$ cat config.mk
export PLATFORM = sky130hd
export DESIGN_NAME = circle_outline_rasterizer_core
export DESIGN_NICKNAME = d
export VERILOG_FILES = /design/src/rtl/cor_pkg.sv /design/src/rtl/circle_outline_rasterizer_core.sv /design/src/rtl/cor_front.sv /design/src/rtl/cor_queue.sv /design/src/rtl/cor_back.sv
export SDC_FILE = /design/constraint.sdc
export NUM_CORES = 1
export LEC_CHECK = 0
export BUFFER_PORTS_ARGS = -buffer_cell sky130_fd_sc_hd__buf_2
export CORE_MARGIN = 4
export CORE_UTILIZATION = 45
export DETAILED_ROUTE_END_ITERATION = 6
export HOLD_SLACK_MARGIN = 0.02
export PLACE_DENSITY = 0.61
export SLEW_MARGIN = 10
export SYNTH_ARGS = -nofsm -noshare
export SYNTH_HDL_FRONTEND = slang
export SYNTH_SLANG_ARGS = --single-unit
$ cat constraint.sdc
create_clock -name clk_i -period 6 [get_ports clk_i]
set_input_delay 0.3 -clock clk_i [delete_from_list [all_inputs] [get_ports clk_i]]
set_output_delay 0.3 -clock clk_i [all_outputs]
set_load 0.01 [all_outputs]
$ cat src/rtl/cor_pkg.sv
package cor_pkg;

  localparam int unsigned CoordW  = 12;
  localparam int unsigned LenW    = 13;
  localparam int unsigned HeightW = 13;
  localparam int unsigned DecW    = 16;

  localparam int unsigned DefMaxDim   = 4096;
  localparam logic [HeightW-1:0] HeightReset = 13'd4096;

  // Queue between front and back, in jobs
  localparam int unsigned QDepth = 4;

  // Midpoint circle decision constants
  localparam logic [DecW-1:0] DecInit    = 16'd3;
  localparam logic [DecW-1:0] DecIncPlus = 16'd6;
  localparam logic [DecW-1:0] DecIncDiag = 16'd10;

  localparam logic REQ_START = 1'b0;
  localparam logic REQ_STEP  = 1'b1;

  localparam logic COLOUR_BLACK = 1'b0;
  localparam logic COLOUR_WHITE = 1'b1;

  typedef enum logic [1:0] {
    JOB_NOWRITE = 2'd0,
    JOB_FILL    = 2'd1,
    JOB_CIRC8   = 2'd2,
    JOB_CIRC4   = 2'd3
  } job_kind_e;

  // One classified step. For circle jobs base_x/base_y hold the centre,
  // off_x/off_y the current Bresenham point and flag the even offset.
  // For fill jobs base_x/base_y hold span start and row, len the width
  // and flag marks the last row.
  typedef struct packed {
    job_kind_e         kind;
    logic [CoordW-1:0] base_x;
    logic [CoordW-1:0] base_y;
    logic [CoordW-1:0] off_x;
    logic [CoordW-1:0] off_y;
    logic [LenW-1:0]   len;
    logic              flag;
  } job_t;

  typedef struct packed {
    logic empty;
    logic full;
  } q_status_t;

endpackage

$ cat src/rtl/circle_outline_rasterizer_core.sv
// Circle outline rasterizer core: midpoint circle in a square, or row fill.
// A step beat passes through the job queue and then the output register.
// Output gives one beat per cycle while out_stall_i is low; a circle step gives 8 beats, the
// diagonal step 4, a fill row or a no-write step 1, a start none.
// Input takes one beat per cycle while the 4-entry job queue has room.
// Reset (rst_ni low, async): idle mode, queue empty, image height 4096.
module circle_outline_rasterizer_core #(
  parameter int unsigned MaxDim = cor_pkg::DefMaxDim
) (
  input  logic                        clk_i,
  input  logic                        rst_ni,
  // Configuration: image height
  input  logic                        cfg_valid_i,
  output logic                        cfg_ready_o,
  input  logic [cor_pkg::HeightW-1:0] cfg_image_height_i,
  // Request channel
  input  logic                        in_valid_i,
  output logic                        in_stall_o,
  input  logic                        req_type_i,
  input  logic [cor_pkg::CoordW-1:0]  x_left_i,
  input  logic [cor_pkg::CoordW-1:0]  y_low_i,
  input  logic [cor_pkg::CoordW-1:0]  x_right_i,
  input  logic [cor_pkg::CoordW-1:0]  y_high_i,
  // Pixel write channel
  output logic                        out_valid_o,
  input  logic                        out_stall_i,
  output logic [cor_pkg::CoordW-1:0]  pixel_x_o,
  output logic [cor_pkg::CoordW-1:0]  pixel_y_o,
  output logic [cor_pkg::LenW-1:0]    span_length_o,
  output logic                        colour_o,
  output logic                        write_enable_o,
  output logic                        last_o,
  output logic                        done_res_o
);
  import cor_pkg::*;

  logic      push, pop;
  job_t      job_in, job_head;
  q_status_t q_status;

  // Register writes must come only while idle; the block does not enforce it and takes them at once
  assign cfg_ready_o = 1'b1;

  // Front: latch rectangles, run the Bresenham recurrence, classify each step
  cor_front #(
    .MaxDim(MaxDim)
  ) u_front (
    .clk_i              (clk_i),
    .rst_ni             (rst_ni),
    .cfg_valid_i        (cfg_valid_i),
    .cfg_image_height_i (cfg_image_height_i),
    .in_valid_i         (in_valid_i),
    .in_stall_o         (in_stall_o),
    .req_type_i         (req_type_i),
    .x_left_i           (x_left_i),
    .y_low_i            (y_low_i),
    .x_right_i          (x_right_i),
    .y_high_i           (y_high_i),
    .q_status_i         (q_status),
    .push_o             (push),
    .job_o              (job_in)
  );

  // Short job queue decouples the two sides
  cor_queue u_queue (
    .clk_i    (clk_i),
    .rst_ni   (rst_ni),
    .push_i   (push),
    .job_i    (job_in),
    .pop_i    (pop),
    .head_o   (job_head),
    .status_o (q_status)
  );

  // Back: expand each job into its beats, one per cycle while the output is not stalled
  cor_back u_back (
    .clk_i          (clk_i),
    .rst_ni         (rst_ni),
    .head_i         (job_head),
    .q_status_i     (q_status),
    .pop_o          (pop),
    .out_valid_o    (out_valid_o),
    .out_stall_i    (out_stall_i),
    .pixel_x_o      (pixel_x_o),
    .pixel_y_o      (pixel_y_o),
    .span_length_o  (span_length_o),
    .colour_o       (colour_o),
    .write_enable_o (write_enable_o),
    .last_o         (last_o),
    .done_res_o     (done_res_o)
  );

  // A finished shape always closes its step
  assert property (@(posedge clk_i) disable iff (!rst_ni)
    out_valid_o && done_res_o |-> last_o)
    else $error("done beat without last");

  // A beat that writes nothing is the closing beat of a finished shape
  assert property (@(posedge clk_i) disable iff (!rst_ni)
    out_valid_o && !write_enable_o |-> last_o && done_res_o && span_length_o == '0)
    else $error("no-write beat malformed");

  // An accepted step leaves work in the queue or on the output the next cycle
  assert property (@(posedge clk_i) disable iff (!rst_ni)
    in_valid_i && !in_stall_o && req_type_i == REQ_STEP |=> !q_status.empty || out_valid_o)
    else $error("accepted step lost");

endmodule

$ cat src/rtl/cor_front.sv
module cor_front #(
  parameter int unsigned MaxDim = cor_pkg::DefMaxDim
) (
  input  logic                         clk_i,
  input  logic                         rst_ni,
  input  logic                         cfg_valid_i,
  input  logic [cor_pkg::HeightW-1:0]  cfg_image_height_i,
  input  logic                         in_valid_i,
  output logic                         in_stall_o,
  input  logic                         req_type_i,
  input  logic [cor_pkg::CoordW-1:0]   x_left_i,
  input  logic [cor_pkg::CoordW-1:0]   y_low_i,
  input  logic [cor_pkg::CoordW-1:0]   x_right_i,
  input  logic [cor_pkg::CoordW-1:0]   y_high_i,
  input  cor_pkg::q_status_t           q_status_i,
  output logic                         push_o,
  output cor_pkg::job_t                job_o
);
  import cor_pkg::*;

  typedef enum logic [1:0] {
    MODE_IDLE,
    MODE_CIRCLE,
    MODE_FILL,
    MODE_DONE
  } mode_e;

  mode_e               mode_q, mode_d;
  logic [HeightW-1:0]  height_q;
  logic [CoordW-1:0]   step_x_q, step_x_d;
  logic [CoordW-1:0]   step_y_q, step_y_d;
  logic [DecW-1:0]     dec_q, dec_d;
  logic [CoordW-1:0]   cx_q, cx_d;
  logic [CoordW-1:0]   cy_q, cy_d;
  logic                even_q, even_d;
  logic [CoordW-1:0]   fill_row_q, fill_row_d;
  logic [CoordW-1:0]   fill_end_q, fill_end_d;
  logic [CoordW-1:0]   fill_col_q, fill_col_d;
  logic [LenW-1:0]     fill_w_q, fill_w_d;

  logic                accept;
  logic [HeightW-1:0]  h_eff;
  logic signed [CoordW:0] dx, dy;
  logic [CoordW-1:0]   q_side;
  logic [CoordW-2:0]   half;
  logic [CoordW-1:0]   radius;
  logic                x_lt_y;
  logic [DecW-1:0]     xy_diff;
  logic [DecW-1:0]     diff4;

  assign in_stall_o = q_status_i.full;
  assign accept     = in_valid_i && !q_status_i.full;
  assign push_o     = accept && (req_type_i == REQ_STEP);

  assign h_eff = (int'(height_q) > int'(MaxDim)) ? HeightW'(MaxDim) : height_q;

  assign dx     = $signed({1'b0, x_right_i}) - $signed({1'b0, x_left_i});
  assign dy     = $signed({1'b0, y_high_i}) - $signed({1'b0, y_low_i});
  assign q_side = dx[CoordW-1:0] - CoordW'(1);
  assign half   = q_side[CoordW-1:1];
  assign radius = {1'b0, half} + CoordW'(q_side[0]);
  assign x_lt_y = step_x_q < step_y_q;
  assign xy_diff = {{(DecW-CoordW){1'b0}}, step_x_q} - {{(DecW-CoordW){1'b0}}, step_y_q};
  assign diff4   = {xy_diff[DecW-3:0], 2'b00};

  always_comb begin
    mode_d     = mode_q;
    step_x_d   = step_x_q;
    step_y_d   = step_y_q;
    dec_d      = dec_q;
    cx_d       = cx_q;
    cy_d       = cy_q;
    even_d     = even_q;
    fill_row_d = fill_row_q;
    fill_end_d = fill_end_q;
    fill_col_d = fill_col_q;
    fill_w_d   = fill_w_q;
    job_o      = '0;
    job_o.kind = JOB_NOWRITE;

    if (accept && req_type_i == REQ_START) begin
      if (dx < 0 || dy < 0 || (dx == 0 && dy == 0)) begin
        mode_d = MODE_DONE;
      end else if (dx == dy) begin
        even_d   = ~q_side[0];
        cx_d     = x_left_i + {1'b0, half} + CoordW'(1);
        cy_d     = h_eff[CoordW-1:0] - (y_low_i + {1'b0, half}) - CoordW'(2);
        step_x_d = '0;
        step_y_d = radius;
        dec_d    = DecInit - {{(DecW-CoordW-1){1'b0}}, radius, 1'b0};
        mode_d   = MODE_CIRCLE;
      end else begin
        fill_col_d = x_left_i;
        fill_w_d   = LenW'(dx[CoordW:0]) + LenW'(1);
        fill_row_d = h_eff[CoordW-1:0] - y_high_i - CoordW'(1);
        fill_end_d = h_eff[CoordW-1:0] - y_low_i - CoordW'(1);
        mode_d     = MODE_FILL;
      end
    end

    // Classify the step against the current mode and advance the state
    unique case (mode_q)
      MODE_FILL: begin
        job_o.kind   = JOB_FILL;
        job_o.base_x = fill_col_q;
        job_o.base_y = fill_row_q;
        job_o.len    = fill_w_q;
        job_o.flag   = (fill_row_q == fill_end_q);
      end
      MODE_CIRCLE: begin
        job_o.kind   = x_lt_y ? JOB_CIRC8 :
                       (step_x_q == step_y_q) ? JOB_CIRC4 : JOB_NOWRITE;
        job_o.base_x = cx_q;
        job_o.base_y = cy_q;
        job_o.off_x  = step_x_q;
        job_o.off_y  = step_y_q;
        job_o.len    = LenW'(1);
        job_o.flag   = even_q;
      end
      MODE_IDLE, MODE_DONE: begin
        job_o.kind = JOB_NOWRITE;
      end
      default: job_o.kind = JOB_NOWRITE;
    endcase

    if (push_o) begin
      unique case (mode_q)
        MODE_FILL: begin
          if (fill_row_q == fill_end_q) begin
            mode_d = MODE_DONE;
          end else begin
            fill_row_d = fill_row_q + CoordW'(1);
          end
        end
        MODE_CIRCLE: begin
          if (x_lt_y) begin
            if (dec_q[DecW-1]) begin
              dec_d = dec_q + {{(DecW-CoordW-2){1'b0}}, step_x_q, 2'b00} + DecIncPlus;
            end else begin
              dec_d    = dec_q + diff4 + DecIncDiag;
              step_y_d = step_y_q - CoordW'(1);
            end
            step_x_d = step_x_q + CoordW'(1);
          end else begin
            mode_d = MODE_DONE;
          end
        end
        MODE_IDLE, MODE_DONE: begin
          mode_d = mode_q;
        end
        default: mode_d = mode_q;
      endcase
    end
  end

  always_ff @(posedge clk_i or negedge rst_ni) begin
    if (!rst_ni) begin
      mode_q     <= MODE_IDLE;
      height_q   <= HeightReset;
      step_x_q   <= '0;
      step_y_q   <= '0;
      dec_q      <= '0;
      cx_q       <= '0;
      cy_q       <= '0;
      even_q     <= 1'b0;
      fill_row_q <= '0;
      fill_end_q <= '0;
      fill_col_q <= '0;
      fill_w_q   <= '0;
    end else begin
      mode_q     <= mode_d;
      step_x_q   <= step_x_d;
      step_y_q   <= step_y_d;
      dec_q      <= dec_d;
      cx_q       <= cx_d;
      cy_q       <= cy_d;
      even_q     <= even_d;
      fill_row_q <= fill_row_d;
      fill_end_q <= fill_end_d;
      fill_col_q <= fill_col_d;
      fill_w_q   <= fill_w_d;
      if (cfg_valid_i) begin
        height_q <= cfg_image_height_i;
      end
    end
  end

endmodule

$ cat src/rtl/cor_queue.sv
module cor_queue (
  input  logic               clk_i,
  input  logic               rst_ni,
  input  logic               push_i,
  input  cor_pkg::job_t      job_i,
  input  logic               pop_i,
  output cor_pkg::job_t      head_o,
  output cor_pkg::q_status_t status_o
);
  import cor_pkg::*;

  localparam int unsigned PtrW = (QDepth > 1) ? $clog2(QDepth) : 1;
  localparam int unsigned CntW = $clog2(QDepth + 1);

  job_t            mem_q [QDepth];
  logic [PtrW-1:0] wr_ptr_q, rd_ptr_q;
  logic [CntW-1:0] count_q;
  logic            do_push, do_pop;

  assign status_o.empty = (count_q == '0);
  assign status_o.full  = (count_q == CntW'(QDepth));
  assign do_push        = push_i && !status_o.full;
  assign do_pop         = pop_i && !status_o.empty;
  assign head_o         = mem_q[rd_ptr_q];

  always_ff @(posedge clk_i) begin
    if (do_push) begin
      mem_q[wr_ptr_q] <= job_i;
    end
  end

  always_ff @(posedge clk_i or negedge rst_ni) begin
    if (!rst_ni) begin
      wr_ptr_q <= '0;
      rd_ptr_q <= '0;
      count_q  <= '0;
    end else begin
      if (do_push) begin
        wr_ptr_q <= (wr_ptr_q == PtrW'(QDepth - 1)) ? '0 : wr_ptr_q + PtrW'(1);
      end
      if (do_pop) begin
        rd_ptr_q <= (rd_ptr_q == PtrW'(QDepth - 1)) ? '0 : rd_ptr_q + PtrW'(1);
      end
      count_q <= count_q + CntW'(do_push) - CntW'(do_pop);
    end
  end

endmodule

$ cat src/rtl/cor_back.sv
module cor_back (
  input  logic                        clk_i,
  input  logic                        rst_ni,
  input  cor_pkg::job_t               head_i,
  input  cor_pkg::q_status_t          q_status_i,
  output logic                        pop_o,
  output logic                        out_valid_o,
  input  logic                        out_stall_i,
  output logic [cor_pkg::CoordW-1:0]  pixel_x_o,
  output logic [cor_pkg::CoordW-1:0]  pixel_y_o,
  output logic [cor_pkg::LenW-1:0]    span_length_o,
  output logic                        colour_o,
  output logic                        write_enable_o,
  output logic                        last_o,
  output logic                        done_res_o
);
  import cor_pkg::*;

  logic [2:0]        idx_q;
  logic              out_valid_q;
  logic [CoordW-1:0] px_q, py_q;
  logic [LenW-1:0]   len_q;
  logic              colour_q, we_q, last_q, done_q;

  logic              advance, emit;
  logic [CoordW-1:0] u, v, a, px, py;
  logic [LenW-1:0]   len;
  logic              colour, we, last, done;

  assign advance = !out_valid_q || !out_stall_i;
  assign emit    = advance && !q_status_i.empty;
  assign pop_o   = emit && last;

  // Octant point: bit 2 swaps x and y, bit 1 mirrors the column,
  // bit 0 mirrors the row
  assign u  = idx_q[2] ? head_i.off_y : head_i.off_x;
  assign v  = idx_q[2] ? head_i.off_x : head_i.off_y;
  assign a  = CoordW'(head_i.flag);

  always_comb begin
    px     = '0;
    py     = '0;
    len    = '0;
    colour = COLOUR_BLACK;
    we     = 1'b0;
    last   = 1'b1;
    done   = 1'b1;
    unique case (head_i.kind)
      JOB_FILL: begin
        px   = head_i.base_x;
        py   = head_i.base_y;
        len  = head_i.len;
        we   = 1'b1;
        done = head_i.flag;
      end
      JOB_CIRC8, JOB_CIRC4: begin
        px     = idx_q[1] ? head_i.base_x - u - a : head_i.base_x + u;
        py     = idx_q[0] ? head_i.base_y - v : head_i.base_y + v + a;
        len    = head_i.len;
        colour = COLOUR_WHITE;
        we     = 1'b1;
        if (head_i.kind == JOB_CIRC8) begin
          last = (idx_q == 3'd7);
          done = 1'b0;
        end else begin
          last = (idx_q == 3'd3);
          done = last;
        end
      end
      JOB_NOWRITE: begin
        last = 1'b1;
      end
      default: last = 1'b1;
    endcase
  end

  always_ff @(posedge clk_i or negedge rst_ni) begin
    if (!rst_ni) begin
      idx_q       <= '0;
      out_valid_q <= 1'b0;
      px_q        <= '0;
      py_q        <= '0;
      len_q       <= '0;
      colour_q    <= 1'b0;
      we_q        <= 1'b0;
      last_q      <= 1'b0;
      done_q      <= 1'b0;
    end else if (advance) begin
      out_valid_q <= emit;
      if (emit) begin
        px_q     <= px;
        py_q     <= py;
        len_q    <= len;
        colour_q <= colour;
        we_q     <= we;
        last_q   <= last;
        done_q   <= done;
        idx_q    <= last ? 3'd0 : idx_q + 3'd1;
      end
    end
  end

  assign out_valid_o    = out_valid_q;
  assign pixel_x_o      = px_q;
  assign pixel_y_o      = py_q;
  assign span_length_o  = len_q;
  assign colour_o       = colour_q;
  assign write_enable_o = we_q;
  assign last_o         = last_q;
  assign done_res_o     = done_q;

endmodule
==> results of run 1 <==
flip-flops by register name, summed over array words and instances (netlist names), 13 cells and up:
register	count
u_front.dec_q	15
u_queue.mem_q	256
u_front.height_q	13
u_front.fill_w_q	13
u_back.span_length_o	13
where the power goes:
group / leakage (nW) / internal, mW / total [mW] / switching (mW)
sequential: 4.67 / 3.79 / 4.27 / 0.482
clock: 0.773 / 1.70 / 2.94 / 1.24
combinational: 7.38 / 3.20 / 7.39 / 4.19
total: 12.8 / 8.70 / 14.6 / 5.90
layer usage:
| layer | part of all wire | up-vias | global-route usage | wire [µm] |
|---|---|---|---|---|
| li1 | - | 9122 | - | - |
| met1 | 0.46 | 9172 | 0.309 | 31700 |
| met2 | 0.47 | 531 | 0.349 | 32000 |
| met3 | 0.051 | 83 | 0.0279 | 3530 |
| met4 | 0.021 | 0 | 0.0499 | 1470 |
| met5 | 0 | - | 0 | 0 |
cell families after synthesis:
family | count (synthesis) | synth area share
adders and majority gates | 230 | 0.116
xor gates and xnor gates | 164 | 0.0575
AOI/OAI and AO/OA | 573 | 0.138
muxes | 104 | 0.0703
DFF | 436 | 0.459
and+or+nand+nor | 648 | 0.114
other | 1 | 0.000141
buffers and inverters | 314 | 0.0455
layout by cell type (no fill, tap or decap), types with 11 or more instances in the layout:
cell type	instances
o21bai_1	38
o21a_1	13
nor2_1	157
edfxtp_1	256
xnor2_1	109
xor2_1	47
nand4_1	13
or3_1	25
buf_4	32
dfrtp_1	177
nand2_1	242
mux4_2	64
nand2b_1	20
dlygate4sd3_1	17
o21ai_0	181
and3_1	22
mux2i_1	20
clkbuf_16	48
nand3_1	33
fa_1	26
nor2b_1	16
and2_1	43
a22o_1	25
a21oi_1	137
nor3_1	32
a221oi_1	20
mux2_2	20
o211ai_1	11
buf_2	108
a211oi_1	16
inv_1	220
clkinv_1	11
a21o_1	37
ha_1	202
critical path, cell delays in order:
cell and delay [ns]:
dlygate4sd3_1 0.52, buf_2 0.16, inv_1 0.07, ha_1 0.43
and3_1 0.24, a221oi_4 0.27, o221ai_1 0.14, a21oi_1 0.22
inv_1 0.14, ha_1 0.30, or4_1 0.51, a2111o_1 0.37
nor4_2 0.14, nand4_1 0.23, or4b_2 0.73, buf_12 0.19
nand2_1 0.33, a21oi_1 0.12, a311oi_1 0.28
final timing paths:
| kind | slack (ns) | end | start | depth (start not counted) |
|---|---|---|---|---|
| hold reg to reg | 0.47 | u_back.colour_o | u_back.colour_o | 2 |
| hold / removal | 0.07 | u_front.fill_col_q[4] | x_left_i[4] | 3 |
| setup reg to reg | 0.94 | u_front.dec_q[15] | u_front.step_x_q[0] | 21 |
| setup / recovery | 0.77 | u_front.step_y_q[10] | x_left_i[5] | 19 |
| max in group asynchronous | 4.29 | u_front.height_q[1] | rst_ni | 3 |
| min in group asynchronous | 0.31 | u_back.span_length_o[7] | rst_ni | 2 |
area by class of cell:
cell class              count  area [µm²]  area share
multi-input cells        1720       13200       0.443
well taps                 765         957      0.0321
flip-flops and latches    436       12200       0.409
clock buffers              61        1280      0.0431
inverters                 225         845      0.0283
clock inverters            28         279     0.00936
repair buffers            162        1040      0.0351
timing repair:
action | 4_1_cts | 5_1_grt
endpoints found under the setup margin | 0 | 0
hold endpoints to repair | 87 | 0
resized for setup | 0 | 0
hold buffers | 17 | 0
==> qor.yml, run 1 <==
place:
  io_buffers: 109
  place_inst: 3291
  place_ws_ns: 0.327
  hpwl_um: 52000
  placed_area_mm2: 0.0281
  gp_congestion: 0.899
yosys:
  postSynthAreaPerCell_um2: 10.8
  synth_top_area_frac: 0.289
  ys_top_cells_by_area: "edfxtp_1 29%, dfrtp_1 17%, ha_1 9.5%"
  synthFlopType: "edfxtp_1"
  synth_cell_types: 86
  netlist_top_cells_count: "256 x edfxtp_1, 242 x nand2_1, 220 x inv_1, 202 x ha_1, 182 x o21ai_0"
  ys_ff_latch: 436
  synth_most_common_cell: "edfxtp_1"
  async_reset_ff_frac: 0.413
  syn_nets: 2765
  synth_cells: 2470
  yosysSeqAreaShare: 0.459
  yosys.area.top_type: "edfxtp_1"
  ys.warnings.count: 0
  syn_area_mm2: 0.0266
  synth-edff-count: 256
outcome:
  status: "complete, no violations"
detailed_routing:
  first_pass_iters: 6
  viasPerCell: 5.57
  drt_iter0_markers: 1340
  route.detailed.drc: 0
  vias: 18908
  routedWlPerCell_um: 20.2
  route.antenna.remaining_nets: 0
  wirelength_um: 68700
layout:
  post-route-util: 0.514
  finalNetCount: 2888
  final_cells: 3397
  stdcell_area_mm2: 0.0298
  diodes: 0
  fill_cells: 5126
  drive_above_1_share: 0.130
  area_delta_synth_final_pct: 12.2
global_route:
  grt-ovfl-total: 0
  grt_pass1_wl_um: 107000
  grt_pass1_vias: 18487
  grt_max_degree: 74
  gr-usage-all-layers: 0.214
  antenna_found_initial: 1
clock_tree:
  clkTransAtPathRegs_ns: 0.07
  clock_latency_ns: 0.60
  htreeDepth: 2
  post-cts-setup-buffers: 0
  tritoncts: "done"
  cts.sinks: 436
  clock_path_buffers: 3
  cts_root_buf: "clkbuf_16"
  numCtsBuffers: 48
timing:
  post-route-period-util: 0.871
  worst_pin_slew_ns: 1.16
  final-hold-violation-count: 0
  fin_ws_ns: 0.772
  whs_ns: 0.0654
  post-route-min-period_ns: 5.23
  rsz0062_at_grt: "false"
  finalSetupViolCount: 0
  slew_headroom: 0.226
  max_freq_ghz: 0.191
  tns_ns: 0
  skew_ns: 0.0246
  finalMaxSlewViolations: 0
floorplanning:
  num_io_pins: 111
  num_rows: 88
  coreArea_mm2: 0.0580
  initial_core_util: 0.458
  die_h_um: 251
  die-area_mm2: 0.0630
  fp.dieW_um: 251
flow_run:
  maxCapViolCount: 0
setup_path:
  worstPathMaxFanout: 22
  arrival_ns: 5.71
  crit_type: "in2reg"
  cp-start-kind: "input pin"
  cp-end-kind: "flop"
  worstPathRequired_ns: 6.48
power:
  finalPower_mw: 14.6
  p_per_area_mw_per_mm2: 490
  power_leakage_nw: 12.8
  vdd_drop_max_uv: 319
min_path:
  hold_path_class: "in2reg"
(Power assumes the default switching activity.)
==> run 2: changes to the inputs <==
==> constraint.sdc (replaced) <==
create_clock -name clk_i -period 6.8 [get_ports clk_i]
set_input_delay 0.34 -clock clk_i [delete_from_list [all_inputs] [get_ports clk_i]]
set_output_delay 0.34 -clock clk_i [all_outputs]
set_load 0.01 [all_outputs]
==> run 2 against run 1 <==
  * Routed wire length is 1.7% higher
  * First-iteration DRC count is 5.2% lower
  * Clock power is 14% lower
  * Register-to-register slack better by 0.93 ns
  * Largest power group unchanged
  * Non-clock buffer count is 9 lower
  * Cell area is 0.50% lower
  * Critical path type unchanged
  * Count of clock-buffer cells in the layout is 3 higher
  * Sequential cell count stayed put
  * Clock skew is 0.0054 ns lower
  * Critical endpoint is now u_front.step_y_q[2]
==> qor.yml, run 2 (synthesized netlist as in run 1, its figures left out) <==
outcome:
  status: "complete, no violations"  # unchanged
detailed_routing:
  routedWlPerCell_um: 20.6  # was 20.2 µm
  route.antenna.remaining_nets: 0  # unchanged
  first_pass_iters: 5  # was 6
  wirelength_um: 69800  # was 68700 µm
  route.detailed.drc: 0  # unchanged
  drt_iter0_markers: 1270  # was 1340
  vias: 18947  # was 18908
  viasPerCell: 5.60  # was 5.57
layout:
  finalNetCount: 2878  # was 2888
  largest-register: "u_queue.mem_q"  # unchanged
  drive_above_1_share: 0.126  # was 0.130
  diodes: 0  # unchanged
  top_regs: "u_queue.mem_q: 256 flops, u_front.dec_q: 15 flops"  # unchanged
  layout_common_cells: "256 x edfxtp_1, 242 x nand2_1, 220 x inv_1"  # unchanged
  final_common_cell: "edfxtp_1"  # unchanged
  area_delta_synth_final_pct: 11.7  # was 12.2%
  largest_reg_flops: 256  # unchanged
min_path:
  worst_hold_path.num_cells: 3  # unchanged
  worst_hold_path.endpoint: "u_front.fill_col_q[2]"  # was u_front.fill_col_q[4]
  hp-start: "x_left_i[2]"  # was x_left_i[4]
  hold_path_class: "in2reg"  # unchanged
setup_path:
  cp-end-kind: "flop"  # unchanged
  rrSetupSlack_ns: 1.87  # was 0.94 ns
  worstPathMaxFanout: 25  # was 22
  reg2reg_depth: 21  # unchanged
  cp-start-kind: "input pin"  # unchanged
  worstPathRequired_ns: 7.28  # was 6.48 ns
  rr_startpoint: "u_front.step_x_q[0]"  # unchanged
  arrival_ns: 5.98  # was 5.71 ns
  r2r-end: "u_front.dec_q[15]"  # unchanged
  crit_type: "in2reg"  # unchanged
global_route:
  antenna_found_initial: 0  # was 1
  grt_pass1_wl_um: 108000  # was 107000 µm
  gr-usage-all-layers: 0.218  # was 0.214
  grt_max_degree: 79  # was 74
  grt-ovfl-total: 0  # unchanged
  grt_pass1_vias: 18709  # was 18487
floorplanning:
  die-area_mm2: 0.0630  # unchanged
  num_rows: 88  # unchanged
  num_io_pins: 111  # unchanged
  die_h_um: 251  # unchanged
  initial_core_util: 0.458  # unchanged
  coreArea_mm2: 0.0580  # unchanged
  fp.dieW_um: 251  # unchanged
place:
  gp_congestion: 0.919  # was 0.899
  hpwl_um: 52900  # was 52000 µm
  io_buffers: 109  # unchanged
clock_tree:
  cts_resized: 0  # unchanged
  clock_latency_ns: 0.59  # was 0.60 ns
  htreeDepth: 2  # unchanged
  clkTransAtPathRegs_ns: 0.06  # was 0.07 ns
  ctsHoldBuffers: 15  # was 17
  clock_path_buffers: 3  # unchanged
  cts_root_buf: "clkbuf_16"  # unchanged
  numCtsBuffers: 47  # was 48
  cts.sinks: 436  # unchanged
  post-cts-setup-buffers: 0  # unchanged
  tritoncts: "done"  # unchanged
power:
  vdd_drop_max_uv: 361  # was 319 µV
  power_leakage_nw: 12.7  # was 12.8 nW
  p_per_area_mw_per_mm2: 433  # was 490 mW/mm²
flow_run:
  maxCapViolCount: 0  # unchanged
timing:
  skew_ns: 0.0192  # was 0.0246 ns
  max_freq_ghz: 0.182
  post-route-period-util: 0.810
  rsz0062_at_grt: "false"  # unchanged
  finalSetupViolCount: 0  # unchanged
  slew_headroom: 0.266  # was 0.226
  tns_ns: 0  # unchanged
  worst_pin_slew_ns: 1.10  # was 1.16 ns
  final-hold-violation-count: 0  # unchanged
  finalMaxSlewViolations: 0  # unchanged
  post-route-min-period_ns: 5.50
  whs_ns: 0.0691  # was 0.0654 ns
[run 2: changes by cell type in the layout (fill, tap and decap cells not counted), moves of 2 or more]
cell and change:
clkbuf_8 +2, clkbuf_1 +5, dlygate4sd3_1 -2, buf_4 -4, inv_6 -2, clkbuf_4 -4
clkinv_1 -2, buf_12 -3
[run 2: critical path: stages]
cell	delay [ns]
buf_2	0.10
inv_1	0.08
ha_1	0.19
inv_1	0.06
fa_1	0.43
a211oi_1	0.32
o21bai_1	0.19
o21bai_1	0.23
a21oi_1	0.09
a21oi_1	0.16
o21bai_1	0.07
a21oi_1	0.13
o21ai_0	0.11
ha_1	0.28
or4_1	0.52
a2111o_1	0.38
nor4_2	0.15
nand4_1	0.23
or4b_2	1.05
nand2_1	0.49
o21ai_0	0.15
a21boi_0	0.23
[run 2: area by class of cell]
class / count / area (µm²)
multi-input combinational: 1720 / 13200
clock inverter: 23 / 225
tap: 765 / 957
fill: 5178 / 28400
sequential: 436 / 12200
inverter: 225 / 845
timing repair buffer: 153 / 935
clock buffer: 64 / 1300
[run 2: worst max-delay path by stage]
stage	startpoint	end	slack (ns)	cells past startpoint
after floorplan	y_high_i[0]	u_front.dec_q[14]	2.00	22
after global placement	y_high_i[0]	u_front.step_y_q[10]	0.89	22
after detailed placement	y_high_i[0]	u_front.step_y_q[11]	0.77	22
after CTS	y_high_i[0]	u_front.step_y_q[10]	1.40	22
after global routing	y_high_i[0]	u_front.step_y_q[10]	0.99	22
final	y_high_i[0]	u_front.step_y_q[2]	1.30	22
[run 2: metal layers]
layer  vias to the layer above  part of all wire  GRT usage
met5                         -                 0          0
met1                      9297              0.46      0.312
met3                        97             0.045     0.0273
li1                       9102                 -          -
met4                         0             0.027     0.0629
met2                       451              0.46      0.353
[run 2: report_power, final]
| group | internal, mW | total, mW | leakage, nW | switching, mW |
|---|---|---|---|---|
| Sequential | 3.34 | 3.82 | 4.67 | 0.477 |
| Clock | 1.46 | 2.53 | 0.741 | 1.06 |
| Combinational | 2.81 | 6.50 | 7.33 | 3.68 |
[run 2: through the flow]
| step | utilization | power [mW] | cell area, µm² | setup slack (ns) | std cells |
|---|---|---|---|---|---|
| finish | 0.511 | 12.8 | 29700 | 1.30 | 3386 |
| global route | 0.511 | 13.9 | 29700 | 0.988 | 3386 |
| CTS | 0.511 | 13.0 | 29700 | 1.40 | 3386 |
| detailed placement | 0.482 | 10.4 | 28000 | 0.768 | 3284 |
| global placement | 0.482 | 10.2 | 28000 | 0.887 | 3284 |
| floorplan | - | 8.63 | 26600 | 2.00 | 2470 |
